$ cat config.mk
export PLATFORM = sky130hd
export DESIGN_NAME = trdg_cell_fmt
export DESIGN_NICKNAME = d
export VERILOG_FILES = /design/src/rtl/core/trdg_pkg.sv /design/src/rtl/core/trdg_cell_fmt.sv
export SDC_FILE = /design/constraint.sdc
export NUM_CORES = 1
export LEC_CHECK = 0
export BUFFER_PORTS_ARGS = -buffer_cell sky130_fd_sc_hd__buf_2
export CAP_MARGIN = 20
export CORE_MARGIN = 1.5
export CORE_UTILIZATION = 45
export DETAILED_ROUTE_END_ITERATION = 10
export PLACE_DENSITY = 0.87
export SYNTH_ARGS = -nofsm -noshare
export SYNTH_HDL_FRONTEND = slang
export SYNTH_SLANG_ARGS = --single-unit
$ cat constraint.sdc
create_clock -name vclk -period 2.3
set_input_delay 0.575 -clock vclk [all_inputs]
set_output_delay 0.575 -clock vclk [all_outputs]
set_load 0.005 [all_outputs]
$ cat src/rtl/core/trdg_pkg.sv
// ----------------------------------------------------------------------------
// trdg_pkg
// shared types, codes and tables for the text row dot generator
// ----------------------------------------------------------------------------
package trdg_pkg;

  localparam int STORE_AW   = 11;
  localparam int CODE_W     = 8;
  localparam int ROW_W      = 4;
  localparam int BYTE_W     = 8;
  localparam int PATTERN_W  = 20;
  localparam int COUNT_W    = 5;
  localparam int COLOUR_W   = 24;
  localparam int CFG_IDX_W  = 3;
  localparam int CFG_DATA_W = 5;

  // transaction kinds
  localparam logic KIND_RENDER   = 1'b0;
  localparam logic KIND_FONT_WR  = 1'b1;

  // configuration register indexes
  localparam logic [CFG_IDX_W-1:0] CFG_COLUMN_MODE    = 3'd0;
  localparam logic [CFG_IDX_W-1:0] CFG_ATTR_UNDERLINE = 3'd1;
  localparam logic [CFG_IDX_W-1:0] CFG_SCREEN_REVERSE = 3'd2;
  localparam logic [CFG_IDX_W-1:0] CFG_BRIGHTNESS     = 3'd3;
  localparam logic [CFG_IDX_W-1:0] CFG_COLOUR_MODE    = 3'd4;

  // phosphor colour codes
  localparam logic [1:0] COLOUR_WHITE = 2'd0;
  localparam logic [1:0] COLOUR_GREEN = 2'd1;
  localparam logic [1:0] COLOUR_AMBER = 2'd2;

  localparam logic [ROW_W-1:0] UNDERLINE_ROW = 4'd8;

  // per cell controls travelling with a render transaction
  typedef struct packed {
    logic attr;
    logic wide;
    logic underline_row;
  } cell_ctl_t;

  // static cell shaping settings
  typedef struct packed {
    logic column_mode;
    logic attr_underline;
    logic screen_reverse;
  } cell_mode_t;

  // lit level 255*(31-b)/31, truncated
  function automatic logic [7:0] lit_level(logic [4:0] b);
    logic [7:0] v;
    case (b)
      5'd0:  v = 8'd255;
      5'd1:  v = 8'd246;
      5'd2:  v = 8'd238;
      5'd3:  v = 8'd230;
      5'd4:  v = 8'd222;
      5'd5:  v = 8'd213;
      5'd6:  v = 8'd205;
      5'd7:  v = 8'd197;
      5'd8:  v = 8'd189;
      5'd9:  v = 8'd180;
      5'd10: v = 8'd172;
      5'd11: v = 8'd164;
      5'd12: v = 8'd156;
      5'd13: v = 8'd148;
      5'd14: v = 8'd139;
      5'd15: v = 8'd131;
      5'd16: v = 8'd123;
      5'd17: v = 8'd115;
      5'd18: v = 8'd106;
      5'd19: v = 8'd98;
      5'd20: v = 8'd90;
      5'd21: v = 8'd82;
      5'd22: v = 8'd74;
      5'd23: v = 8'd65;
      5'd24: v = 8'd57;
      5'd25: v = 8'd49;
      5'd26: v = 8'd41;
      5'd27: v = 8'd32;
      5'd28: v = 8'd24;
      5'd29: v = 8'd16;
      5'd30: v = 8'd8;
      default: v = 8'd0;
    endcase
    return v;
  endfunction

endpackage

$ cat src/rtl/core/trdg_cell_fmt.sv
// ----------------------------------------------------------------------------
// trdg_cell_fmt
// turns one font row into the dots of a cell row: attribute, reverse,
// cell width shift, last column extension, dot stretch and doubling
// ----------------------------------------------------------------------------
module trdg_cell_fmt (
  input  logic [trdg_pkg::BYTE_W-1:0]    font_row,
  input  trdg_pkg::cell_ctl_t            ctl,
  input  trdg_pkg::cell_mode_t           mode,
  output logic [trdg_pkg::PATTERN_W-1:0] dot_pattern,
  output logic [trdg_pkg::COUNT_W-1:0]   dot_count
);

  function automatic logic [19:0] double_dots(logic [9:0] d);
    logic [19:0] r;
    r = '0;
    for (int i = 0; i < 10; i++) begin
      r[2*i]   = d[i];
      r[2*i+1] = d[i];
    end
    return r;
  endfunction

  logic [7:0]  row_dots;
  logic [9:0]  shifted;
  logic [9:0]  stretched;
  logic [19:0] sized;
  logic [19:0] mask;
  logic        invert;

  always_comb begin
    row_dots = (ctl.attr && mode.attr_underline && ctl.underline_row) ? 8'hFF : font_row;

    // place in the cell and copy the last font column into the extra columns
    if (mode.column_mode) begin
      shifted = {1'b0, row_dots, row_dots[0]};
    end else begin
      shifted = {row_dots, {2{row_dots[0]}}};
    end

    // dot stretcher
    stretched = shifted | (shifted >> 1);

    sized = ctl.wide ? double_dots(stretched) : {10'd0, stretched};

    case ({ctl.wide, mode.column_mode})
      2'b00:   mask = 20'h003FF;
      2'b01:   mask = 20'h001FF;
      2'b10:   mask = 20'hFFFFF;
      default: mask = 20'h3FFFF;
    endcase

    invert = (ctl.attr && !mode.attr_underline) ^ mode.screen_reverse;

    dot_pattern = (sized ^ (invert ? mask : 20'd0)) & mask;

    case ({ctl.wide, mode.column_mode})
      2'b00:   dot_count = 5'd10;
      2'b01:   dot_count = 5'd9;
      2'b10:   dot_count = 5'd20;
      default: dot_count = 5'd18;
    endcase
  end

endmodule

=== After elaboration in Yosys (flattened, before gate mapping) ===
Index checks and enable logic that the tools add are counted.

* Register bits: 0
* Input port bits: 14
* Output and inout port bits: 25
* Word-level logic and storage cells: 17

* Equal/unequal tests: 2
* Muxes and demuxes: 6
* Bitwise logic cells: 4
* Reductions and logical operators: 5

{| class="wikitable"
|+ Operators by type and width
! cell !! count
|-
| $pmux 20 s3 || 1
|-
| $mux 20 || 2
|-
| $and 20x20->20 || 1
|-
| $xor 20x20->20 || 1
|-
| $pmux 5 s3 || 1
|-
| $mux 10 || 1
|-
| $or 10x9->10 || 1
|-
| $mux 8 || 1
|-
| $logic_and 1x1->1 || 3
|-
| $eq 2x1->1 const B || 1
|-
| $eq 2x2->1 const B || 1
|-
| $logic_not 2->1 || 1
|-
| $logic_not 1->1 || 1
|-
| $xor 1x1->1 || 1
|}

=== Logic depth before layout (Yosys ltp) ===
* Word-level depth: 8
* Mapped depth: 8
* Mapped depth without buffers: 6

=== Least setup slack after synthesis ===
No wires, ideal clock.

* Path type: input port to output port
* Start: in mode[2] (netlist name)
* End: out dot_pattern[11] (netlist name)
* Arrival time: 1687 ps
* Data required time: 1725 ps
* Setup slack: 38 ps
* Stages: 7
* Path buffers: 2
* Cell sequence: buf_2 -> inv_1 -> ha_1 -> nor2_1 -> or2_1 -> mux2i_1 -> buf_4

* Cells in the longest elaborated chain, start to end: 5
* Elaborated cells on any way between the ends: 10
* Those cells by class: eq/ne (2); mux (4); bitwise (3); reduce/logical (1)

{| class="wikitable"
|+ RTL lines
! element !! RTL line !! RTL
|-
| start, declared || trdg_cell_fmt.sv:9 || <nowiki>input trdg_pkg::cell_mode_t mode,</nowiki>
|-
| $eq 2x2->1, or another cell as far along || trdg_cell_fmt.sv:46 || <nowiki>case ({ctl.wide, mode.column_mode})</nowiki>
|-
| $pmux 20 s3 or $or 10x9->10 (tied branches) || trdg_cell_fmt.sv:46, trdg_cell_fmt.sv:42 ||
|-
| $mux 20 (on tied branches) || trdg_cell_fmt.sv:55, trdg_cell_fmt.sv:44 ||
|-
| $xor 20x20->20 || trdg_cell_fmt.sv:55 || <nowiki>dot_pattern = (sized ^ (invert ? mask : 20'd0)) & mask;</nowiki>
|-
| $and 20x20->20 * || trdg_cell_fmt.sv:55 ||
|-
| end, declared || trdg_cell_fmt.sv:10 || <nowiki>output logic [trdg_pkg::PATTERN_W-1:0] dot_pattern,</nowiki>
|}

Every way passes the cells marked *; elsewhere a longest branch is shown, timed or not.

=== Worst setup path after layout ===
* Start: in ctl[1] (netlist name)
* End: out dot_pattern[3] (netlist name)

* Cells in the longest elaborated chain, start to end: 3

{| class="wikitable"
|+ RTL lines
! element !! RTL line !! RTL
|-
| start, declared || trdg_cell_fmt.sv:8 || <nowiki>input trdg_pkg::cell_ctl_t ctl,</nowiki>
|-
| $mux 20 || trdg_cell_fmt.sv:44 || <nowiki>sized = ctl.wide ? double_dots(stretched) : {10'd0, stretched};</nowiki>
|-
| $xor 20x20->20 || trdg_cell_fmt.sv:55 ||
|-
| $and 20x20->20 || trdg_cell_fmt.sv:55 ||
|}

No other way between the ends.

==> impl_metrics.ini <==
[placed_design]
hpwl_um = 1390
portBuffers = 39
gp_congestion = 0.841
dp.cells = 153
placed_area_sq_um = 917
place_ws_ns = -0.0375

[synthesis]
synth_top_cell_by_area = mux2i_1
ys_types = 34
synth_area_leaders = mux2i_1, ha_1, xor2_1
synth-seq-area-share = 0
syn_area_sq_um = 666
syn_inst = 95
syn_area_per_cell_sq_um = 7.01
synth_top_area_frac = 0.135
syn-num-nets = 114
yosys_warnings = 0

[setup_path]
end_kind = output port
arrival_ns = 1.73
crit_fanout = 8
startpoint_type = input port
critPathKind = in2out
worst_ep_required_time_ns = 1.73

[die]
dieArea_sq_um = 1720
placementRows = 13
start_util = 0.499
ios = 39
coreArea_sq_um = 1330
die_y_um = 41.5
die_x_um = 41.5

[drt]
final_antenna_net_count = 0
first_pass_iters = 4
drt_iter0_drc = 7
wl_per_cell_um = 11.5
viasPerCell = 5.45
totalWireLength_um = 1790
vias = 844
drc = 0

[layout]
final_cells = 155
syn_to_final_growth_pct = 49.6
layout-drive-gt1-share = 0.471
seq_area_sq_um = 0
diodes = 0
finalInstanceArea_sq_um = 996
n_clock_buffer = 0
flops_and_latches = 0
final_net_count = 161

[timing]
fin_crit_sh = 1.00
hold_viol = 0
fin_crit_ns = 2.31
drv_slew = 0
worst_slack_ns = -0.00640
slew_headroom = 0.714
fmax_mhz = 434
fin_tns_setup_ns = -0.00640
worstMarginPinSlew_ns = 0.426
setup_violations = 1

[global_route]
overflow = 0
grt_use_total = 0.194
grt_max_degree = 14
grt_pass1_wl_um = 2860
grt_antenna_before_repair = 0
grt_pass1_vias = 692

[hold_path]
holdCritPathClass = in2out

[power_and_ir_drop]
p_leak_nw = 0.538
powerDensity_nw_per_um2 = 248
ir_drop_v = 0.000141

[run_status]
failed_checks = negative setup slack
status = finished with violations

[job]
maxCapViolations = 0
[layout make-up]
| class | instances | area, sq um |
|---|---|---|
| Multi-Input combinational cell | 79 | 627 |
| Fill cell | 109 | 338 |
| Timing Repair Buffer | 55 | 328 |
| Inverter | 6 | 22.5 |
| Tap cell | 15 | 18.8 |
[what timing repair did]
| item | CTS | global route |
|---|---|---|
| buffers inserted | 0 | 1 |
| resized for setup | 4 | 14 |
| endpoints found under the hold margin | 0 | 0 |
| setup endpoints to repair | 9 | 10 |
| hold buffers | 0 | 0 |
| cloned | 0 | 1 |
[cells in the final DEF (no fill, tap or decap), drive strengths merged]
master	count
inv	6
o2111ai	1
mux2i	9
o32ai	1
nand2b	2
o31a	1
xor2	7
nand2	9
nor3	1
a21o	2
o41ai	1
nor2b	2
o31ai	2
and2	1
and3	1
or3	1
nand3	4
or2	1
xnor2	4
buf	55
o21ai	3
nand4b	1
o211ai	2
ha	5
nor2	9
nor4	2
or4	1
maj3	1
a21oi	4
o21a	1
[worst paths after layout]
check                   start  depth (start not counted)              to
setup / recovery       ctl[1]                          7  dot_pattern[3]
hold / removal    font_row[0]                          4  dot_pattern[2]
[layer usage]
layer | up-vias | global-route usage | wire [um]
met1 | 389 | 0.229 | 733
met2 | 37 | 0.394 | 903
li1 | 416 | - | -
met5 | - | 0 | 0
met4 | 0 | 0.0129 | 19
met3 | 2 | 0.00435 | 133
[stage by stage]
stage	hold WS, ns	total power, W	utilization
3_3_place_gp	1.56	0.000216	0.688
5_1_grt	1.59	0.000271	0.747
4_1_cts	1.56	0.000226	0.695
6_report	1.56	0.000247	0.747
2_1_floorplan	1.30	0.000133	-
3_5_place_dp	1.56	0.000222	0.688
[synthesized netlist by cell type (2+ instances only)]
master / instances
a21o_1: 2
a21oi_1: 4
buf_2: 3
buf_4: 7
ha_1: 5
inv_1: 5
mux2i_1: 9
nand2_1: 9
nand2b_1: 2
nand3_1: 4
nor2_1: 9
nor4_1: 2
o211ai_1: 2
o21ai_0: 3
o31ai_1: 2
xnor2_1: 3
xor2_1: 7
[kinds of logic (layout without fill, tap and decap cells)]
family	after synthesis	after routing	synth area share
AOI/OAI and AO/OA	18	18	0.195
buffers and inverters	16	61	0.135
adders and majority gates	6	6	0.109
xor gates and xnor gates	11	11	0.156
muxes	9	9	0.135
and+or+nand+nor	35	35	0.269
[worst max-delay path, stage by stage]
cell and delay [ns]:
buf_4 0.14, buf_4 0.15, nand2b_1 0.07, o32ai_1 0.09
o31ai_1 0.38, xnor2_1 0.18, buf_2 0.14
[report_power, final]
part | switching (W) | total, W | leakage (nW) | internal [W]
Sequential | 0 | 0 | 0 | 0
Combinational | 0.000118 | 0.000247 | 0.538 | 0.000129
Clock | 0 | 0 | 0 | 0
Total | 0.000118 | 0.000247 | 0.538 | 0.000129
No activity file was read; power rests on OpenSTA's default activity.
